### config.mk
export PLATFORM = sky130hd
export DESIGN_NAME = private_ptr_query_filter
export DESIGN_NICKNAME = d
export VERILOG_FILES = /design/src/rtl/pptr_pkg.sv /design/src/rtl/private_ptr_query_filter.sv
export SDC_FILE = /design/constraint.sdc
export NUM_CORES = 1
export LEC_CHECK = 0
export BUFFER_PORTS_ARGS = -buffer_cell sky130_fd_sc_hd__buf_2
export CORE_MARGIN = 5
export CORE_UTILIZATION = 41
export DETAILED_ROUTE_END_ITERATION = 16
export GPL_ROUTABILITY_DRIVEN = 0
export PLACE_DENSITY = 0.66
export SLEW_MARGIN = 10
export SYNTH_ARGS = -nofsm -noshare
export SYNTH_HDL_FRONTEND = slang
export SYNTH_SLANG_ARGS = --single-unit
### constraint.sdc
create_clock -name clk -period 9.3 [get_ports clk]
set_clock_uncertainty 0.05 [all_clocks]
set_input_delay 2.79 -clock clk [delete_from_list [all_inputs] [get_ports clk]]
set_output_delay 2.79 -clock clk [all_outputs]
set_load 0.01 [all_outputs]
### src/rtl/pptr_pkg.sv
// Shared types and constants for the private reverse-pointer query filter.
// Depends on nothing; imported by private_ptr_query_filter.
package pptr_pkg;

  // Name bytes that count toward one query name
  localparam int NAME_LIMIT = 127;
  localparam int TAKEN_W    = $clog2(NAME_LIMIT + 1);

  // Length of the reverse-zone suffix and of the delay line that holds it back
  localparam int WIN_LEN = 13;

  // Configuration port layout
  localparam int PADDR_W = 3;
  localparam int PDATA_W = 32;
  localparam int TYPE_W  = 16;

  // Register indexes (paddr word address)
  localparam logic REG_PTR_TYPE = 1'b0;

  localparam logic [TYPE_W-1:0] PTR_TYPE_RESET = 16'd12;

  typedef logic [7:0] byte_t;
  typedef byte_t      window_t [WIN_LEN];

  // ".in-addr.arpa", oldest byte first
  localparam byte_t SUFFIX_PAT [WIN_LEN] = '{
    8'h2e, 8'h69, 8'h6e, 8'h2d, 8'h61, 8'h64, 8'h64,
    8'h72, 8'h2e, 8'h61, 8'h72, 8'h70, 8'h61
  };

  // Label reader phases
  typedef enum logic [1:0] {
    TOK_NONE   = 2'd0,
    TOK_BLANK  = 2'd1,
    TOK_DIGIT  = 2'd2,
    TOK_FROZEN = 2'd3
  } tok_phase_t;

  // Private address prefixes as seen in the two top labels
  localparam byte_t OCT_TEN     = 8'd10;
  localparam byte_t OCT_172     = 8'd172;
  localparam byte_t OCT_192     = 8'd192;
  localparam byte_t OCT_168     = 8'd168;
  localparam byte_t MASK_172_LO = 8'hf0;
  localparam byte_t PREF_172_LO = 8'h10;

endpackage

### src/rtl/private_ptr_query_filter.sv
// Top level of the private reverse-pointer query filter: window match,
// label reader, judgment and result register. Depends on pptr_pkg.
//
//  channel  | dir | handshake               | contents
//  ---------+-----+-------------------------+------------------------------------
//  s_*      | in  | s_tvalid / s_tready     | one name byte per request, query type
//  m_*      | out | m_tvalid / m_tready     | one is_private flag per finished name
//  apb      | in  | psel, penable, pready=1 | ptr_type_code at byte address 0
//
// One request per cycle while s_tready is high: each byte is matched, tokenized and judged in the
// cycle it is accepted, and a result lands in the output register at that edge.
// s_tready drops only while a result waits in the output register and is not
// being taken in the same cycle. Reset (rst, synchronous) clears the parse
// state and restores ptr_type_code to 12; no clearing pass is needed.
module private_ptr_query_filter (
  input  logic                         clk,
  input  logic                         rst,
  // Request stream
  input  logic                         s_tvalid,
  output logic                         s_tready,
  input  logic [23:0]                  s_tdata,  // [7:0] name_byte, [23:8] query_type
  input  logic [1:0]                   s_tuser,  // [0] byte_present, [1] first_of_name
  input  logic                         s_tlast,  // last_of_name
  // Result stream
  output logic                         m_tvalid,
  input  logic                         m_tready,
  output logic [7:0]                   m_tdata,  // [0] is_private, [7:1] zero
  // Configuration port
  input  logic                         psel,
  input  logic                         penable,
  input  logic                         pwrite,
  input  logic [pptr_pkg::PADDR_W-1:0] paddr,
  input  logic [pptr_pkg::PDATA_W-1:0] pwdata,
  output logic [pptr_pkg::PDATA_W-1:0] prdata,
  output logic                         pready
);
  import pptr_pkg::*;

  // Registers
  logic [TYPE_W-1:0]  ptr_type_code;
  window_t            match_window;
  logic [TAKEN_W-1:0] bytes_taken;
  logic               suffix_found;
  logic               name_ended;
  logic [TYPE_W-1:0]  latched_type;
  tok_phase_t         token_phase;
  logic               token_negative;
  byte_t              token_value;
  byte_t              last_token;
  byte_t              prior_token;
  logic               is_private;

  // Next values
  window_t            match_window_next;
  logic [TAKEN_W-1:0] bytes_taken_next;
  logic               suffix_found_next;
  logic               name_ended_next;
  logic [TYPE_W-1:0]  latched_type_next;
  tok_phase_t         token_phase_next;
  logic               token_negative_next;
  byte_t              token_value_next;
  byte_t              last_token_next;
  byte_t              prior_token_next;
  logic               is_private_next;

  // Request fields
  byte_t             name_byte;
  logic [TYPE_W-1:0] query_type;
  logic              byte_present;
  logic              first_of_name;
  logic              last_of_name;
  logic              s_accept;

  // Working signals
  logic  take_byte;
  logic  win_match;
  byte_t tok_byte;
  logic  tok_digit;
  byte_t digit_val;
  byte_t open_value;
  byte_t judge_hi;
  byte_t judge_lo;

  assign name_byte     = s_tdata[7:0];
  assign query_type    = s_tdata[23:8];
  assign byte_present  = s_tuser[0];
  assign first_of_name = s_tuser[1];
  assign last_of_name  = s_tlast;

  assign s_tready = !m_tvalid || m_tready;
  assign s_accept = s_tvalid && s_tready;
  assign m_tdata  = {7'd0, is_private};

  // Configuration access
  assign pready = 1'b1;
  assign prdata = (paddr[PADDR_W-1] == REG_PTR_TYPE) ?
                  {{(PDATA_W-TYPE_W){1'b0}}, ptr_type_code} : '0;

  always_ff @(posedge clk) begin
    if (rst) begin
      ptr_type_code <= PTR_TYPE_RESET;
    end else if (psel && penable && pwrite && pready &&
                 paddr[PADDR_W-1] == REG_PTR_TYPE) begin
      ptr_type_code <= pwdata[TYPE_W-1:0];
    end
  end

  // Parse update for one request, then judgment on the updated state
  always_comb begin
    // start from a cleared parse on the first byte of a name
    if (first_of_name) begin
      for (int i = 0; i < WIN_LEN; i++) match_window_next[i] = '0;
      bytes_taken_next    = '0;
      suffix_found_next   = 1'b0;
      name_ended_next     = 1'b0;
      latched_type_next   = query_type;
      token_phase_next    = TOK_NONE;
      token_negative_next = 1'b0;
      token_value_next    = '0;
      last_token_next     = '0;
      prior_token_next    = '0;
    end else begin
      match_window_next   = match_window;
      bytes_taken_next    = bytes_taken;
      suffix_found_next   = suffix_found;
      name_ended_next     = name_ended;
      latched_type_next   = latched_type;
      token_phase_next    = token_phase;
      token_negative_next = token_negative;
      token_value_next    = token_value;
      last_token_next     = last_token;
      prior_token_next    = prior_token;
    end

    take_byte = byte_present && !name_ended_next && !suffix_found_next &&
                (bytes_taken_next < TAKEN_W'(NAME_LIMIT));
    tok_byte  = match_window_next[0];
    tok_digit = (tok_byte >= 8'h30) && (tok_byte <= 8'h39);
    digit_val = tok_byte - 8'h30;
    win_match = 1'b0;

    if (take_byte && name_byte == 8'h00) begin
      name_ended_next = 1'b1;
    end else if (take_byte) begin
      // feed the byte leaving the delay line to the label reader
      if (bytes_taken_next >= TAKEN_W'(WIN_LEN)) begin
        if (tok_byte == 8'h2e) begin
          if (token_phase_next != TOK_NONE) begin
            prior_token_next = last_token_next;
            last_token_next  = token_negative_next ? 8'd0 - token_value_next
                                                   : token_value_next;
            token_phase_next = TOK_NONE;
          end
        end else begin
          if (token_phase_next == TOK_NONE) begin
            token_phase_next    = TOK_BLANK;
            token_negative_next = 1'b0;
            token_value_next    = '0;
          end
          case (token_phase_next)
            TOK_BLANK: begin
              if (tok_byte inside {8'h20, [8'h09:8'h0d]}) begin
                token_phase_next = TOK_BLANK;
              end else if (tok_byte == 8'h2b || tok_byte == 8'h2d) begin
                token_negative_next = (tok_byte == 8'h2d);
                token_phase_next    = TOK_DIGIT;
              end else if (tok_digit) begin
                token_value_next = digit_val;
                token_phase_next = TOK_DIGIT;
              end else begin
                token_phase_next = TOK_FROZEN;
              end
            end
            TOK_DIGIT: begin
              if (tok_digit) begin
                token_value_next = (token_value_next << 3) + (token_value_next << 1)
                                   + digit_val;
              end else begin
                token_phase_next = TOK_FROZEN;
              end
            end
            default: begin
              token_phase_next = token_phase_next;
            end
          endcase
        end
      end

      // advance the delay line and look for the suffix
      for (int i = 0; i < WIN_LEN - 1; i++) match_window_next[i] = match_window_next[i+1];
      match_window_next[WIN_LEN-1] = name_byte;
      win_match = 1'b1;
      for (int i = 0; i < WIN_LEN; i++) begin
        if (match_window_next[i] != SUFFIX_PAT[i]) win_match = 1'b0;
      end
      if (bytes_taken_next >= TAKEN_W'(WIN_LEN - 1) && win_match) suffix_found_next = 1'b1;
      bytes_taken_next = bytes_taken_next + TAKEN_W'(1);
    end

    // pick the two top labels, an open label counting as the last one
    open_value = token_negative_next ? 8'd0 - token_value_next : token_value_next;
    if (token_phase_next != TOK_NONE) begin
      judge_hi = open_value;
      judge_lo = last_token_next;
    end else begin
      judge_hi = last_token_next;
      judge_lo = prior_token_next;
    end

    is_private_next = (latched_type_next == ptr_type_code) && suffix_found_next &&
                      ((judge_hi == OCT_TEN) ||
                       (judge_hi == OCT_172 && (judge_lo & MASK_172_LO) == PREF_172_LO) ||
                       (judge_hi == OCT_192 && judge_lo == OCT_168));
  end

  // Parse state
  always_ff @(posedge clk) begin
    if (rst) begin
      for (int i = 0; i < WIN_LEN; i++) match_window[i] <= '0;
      bytes_taken    <= '0;
      suffix_found   <= 1'b0;
      name_ended     <= 1'b0;
      latched_type   <= '0;
      token_phase    <= TOK_NONE;
      token_negative <= 1'b0;
      token_value    <= '0;
      last_token     <= '0;
      prior_token    <= '0;
    end else if (s_accept) begin
      match_window   <= match_window_next;
      bytes_taken    <= bytes_taken_next;
      suffix_found   <= suffix_found_next;
      name_ended     <= name_ended_next;
      latched_type   <= latched_type_next;
      token_phase    <= token_phase_next;
      token_negative <= token_negative_next;
      token_value    <= token_value_next;
      last_token     <= last_token_next;
      prior_token    <= prior_token_next;
    end
  end

  // Result register: load on the last byte of a name, drop when taken
  always_ff @(posedge clk) begin
    if (rst) begin
      m_tvalid <= 1'b0;
    end else if (s_accept && last_of_name) begin
      m_tvalid <= 1'b1;
    end else if (m_tready) begin
      m_tvalid <= 1'b0;
    end
  end

  always_ff @(posedge clk) begin
    if (s_accept && last_of_name) begin
      is_private <= is_private_next;
    end
  end

endmodule

==> flow_summary.json <==
{
  "syn_area_per_cell_um2": 8.22,
  "p_comb_frac": 0.073,
  "io_pins": 112,
  "worstRegToRegCells": 16,
  "peakVddDrop_uv": 150,
  "initial_core_util": 0.418,
  "ctsResizeCount": 0,
  "critPathMaxFanout": 26,
  "cap_violations": 0,
  "drive_gt1_frac": 0.125,
  "fp.dieH_um": 159,
  "post-route-period-util": 0.787,
  "slew_violations": 0,
  "r2r-end": "is_private",
  "worstSetupEndpointType": "flop",
  "root_buffer": "clkbuf_16",
  "die_w_um": 159,
  "io_buffers": 69,
  "post-route-drc-count": 0,
  "placed_area_um2": 9480,
  "cp.required_ns": 9.48,
  "std_cell_rows": 54,
  "grt_pass1_wl_mm": 39.0,
  "wirelength_mm": 23.8,
  "grt_max_degree": 88,
  "cp.arrival_ns": 7.50,
  "grt_pass1_vias": 7550,
  "worstHoldPathCells": 2,
  "path_clk_slew_ns": 0.08,
  "seq_area_frac_synth": 0.382,
  "final_cell_mix": "dfxtp_1, nor2_1, nand2_1",
  "viasPerCell": 5.70,
  "area_growth_syn_to_layout_pct": 10.7,
  "clkPwrFrac": 0.464,
  "power.switching_uw": 444,
  "min_from": "latched_type[7]",
  "rr_startpoint": "token_phase[1]",
  "synth_area_um2": 9140,
  "clk_latency_ns": 0.43,
  "postCtsSetupBuffers": 0,
  "synth_edf_count": 1,
  "core_um2": 21900,
  "power.internal_mw": 1.21,
  "rsz0062_at_grt": "no",
  "fmax_mhz": 137,
  "setup_slack_ns": 1.98,
  "sw_frac_of_total": 0.268,
  "overflow": 0,
  "ctsHoldBuffers": 0,
  "worst-slew-pin-transition_ns": 1.11,
  "cts_sinks": 174,
  "num_vias": 8110,
  "whs_ns": 0.405,
  "dp_hpwl_mm": 16.1,
  "post-place-ws_ns": 1.55,
  "wl_per_cell_um": 16.8,
  "design_area_um2": 10100,
  "ys_warn_count": 0,
  "cts_made_buffers": 17,
  "htreeDepth": 4,
  "p_per_area_nw_per_um2": 163,
  "cts_tree": "yes",
  "max-slew-margin-rel": 0.256,
  "postRouteAntennaNets": 0,
  "crit_type": "in2reg",
  "synth_cells": 1112,
  "r2r_setup_slack_ns": 4.14,
  "finalSetupViolCount": 0,
  "layout_commonest_cell": "dfxtp_1",
  "drtIter0Drc": 763,
  "min_to": "latched_type[7]",
  "p_seq_frac": 0.463,
  "yosys_most_used_dff": "dfxtp_1",
  "startpoint_type": "input pin",
  "die_area_um2": 25400,
  "synth_cell_types": 83,
  "status": "completed",
  "hold_violations": 0,
  "finalPower_mw": 1.65,
  "finalSetupTns_ns": 0,
  "ys_ff_latch": 174,
  "hp-class": "reg2reg",
  "drtPass1Iterations": 5,
  "finalCriticalPeriod_ns": 7.32,
  "cts_max_path_buffers": 2,
  "ys_async_sr_fraction": 0,
  "antenna_found_initial": 1,
  "grt_usage": 0.181,
  "finalNetCount": 1215,
  "leakagePower_nw": 3.63
}
## layout make-up
| class | count | area (µm²) |
|---|---|---|
| Clock buffer | 17 | 425 |
| Antenna cell | 1 | 2.50 |
| Fill cell | 2168 | 11800 |
| Inverter | 10 | 37.5 |
| Tap cell | 280 | 350 |
| Clock inverter | 15 | 215 |
| Timing Repair Buffer | 78 | 415 |
| Multi-Input combinational cell | 847 | 5180 |
| Sequential cell | 174 | 3490 |
## sequential cells by signal, summed over array words and instances, names as in the netlist
name            count
last_token          8
m_tvalid            1
suffix_found        1
token_value         8
bytes_taken         7
ptr_type_code      16
latched_type       16
match_window      104
prior_token         8
name_ended          1
token_negative      1
token_phase         2
is_private          1
## cell usage after synthesis (8+ instances only)
cell type / instances / area [µm²]
o21ai_0: 23 / 115
nand3_1: 11 / 55.1
xnor2_1: 29 / 254
nor3_1: 15 / 75.1
inv_1: 9 / 33.8
xor2_1: 9 / 78.8
nor4_1: 18 / 113
nor2_1: 162 / 608
mux2i_1: 21 / 210
clkbuf_1: 55 / 206
or3_1: 8 / 50.1
nand2_1: 126 / 473
dfxtp_1: 173 / 3460
and2_1: 10 / 62.6
nand2b_1: 8 / 50.1
buf_2: 16 / 80.1
a211oi_1: 9 / 67.6
a21oi_1: 67 / 335
nor2b_1: 28 / 175
a31oi_1: 10 / 62.6
nand4_1: 13 / 81.3
a22oi_1: 117 / 878
buf_4: 27 / 203
ha_1: 16 / 200
## worst max path at each step
stage / from / endpoint / slack (ns) / cells after the start
2_1_floorplan: s_tuser[1] / is_private / 1.97 / 19
3_3_place_gp: s_tuser[1] / is_private / 1.64 / 20
3_5_place_dp: s_tuser[1] / is_private / 1.55 / 20
4_1_cts: s_tuser[1] / is_private / 1.99 / 20
5_1_grt: s_tuser[1] / is_private / 1.71 / 20
6_report: s_tuser[1] / is_private / 1.98 / 20
## through the flow
step                std cells   util
floorplan                1134      -
global placement         1389  0.433
detailed placement       1389  0.433
CTS                      1421  0.462
global route             1422  0.462
finish                   1422  0.462
## logic make-up after synthesis
group                      after synthesis  synth area share
and+or+nand+nor                        454             0.242
DFF                                    174             0.382
xor gates and xnor gates                38            0.0364
buffers and inverters                  113            0.0613
muxes                                   26            0.0291
adders and majority gates               18            0.0263
other                                    2          0.000821
AOI/OAI and AO/OA                      287             0.222
## layer usage
metal  global-route usage  routed length, µm  vias to the layer above
met1                0.257              11300                     3836
li1                     -                  -                     3993
met2                0.279              10900                      232
met4               0.0601                605                        0
met5                    0                  0                        -
met3               0.0311               1100                       49
## worst max-delay path: stages
cell and delay [ns]:
buf_2 0.44, clkinv_1 0.13, buf_4 0.25, nand2_1 0.15
inv_1 0.08, ha_1 0.25, xnor2_1 0.18, fa_1 0.54
inv_1 0.04, ha_1 0.32, a21o_1 0.19, a31o_2 0.22
or4_4 0.41, a31oi_2 0.22, nand2_1 0.12, a221oi_2 0.28
o32ai_1 0.11, a311oi_2 0.35, nand2_1 0.10, a2111oi_2 0.31
## power groups by stage
stage	sequential (mW)	clock, mW	combinational (mW)
finish	0.766	0.768	0.120
global route	0.768	0.820	0.133
CTS	0.766	0.787	0.120
detailed placement	0.783	0	0.120
global placement	0.783	0	0.119
floorplan	0.777	0	0.0957
No activity file was read; power rests on OpenSTA's default activity.
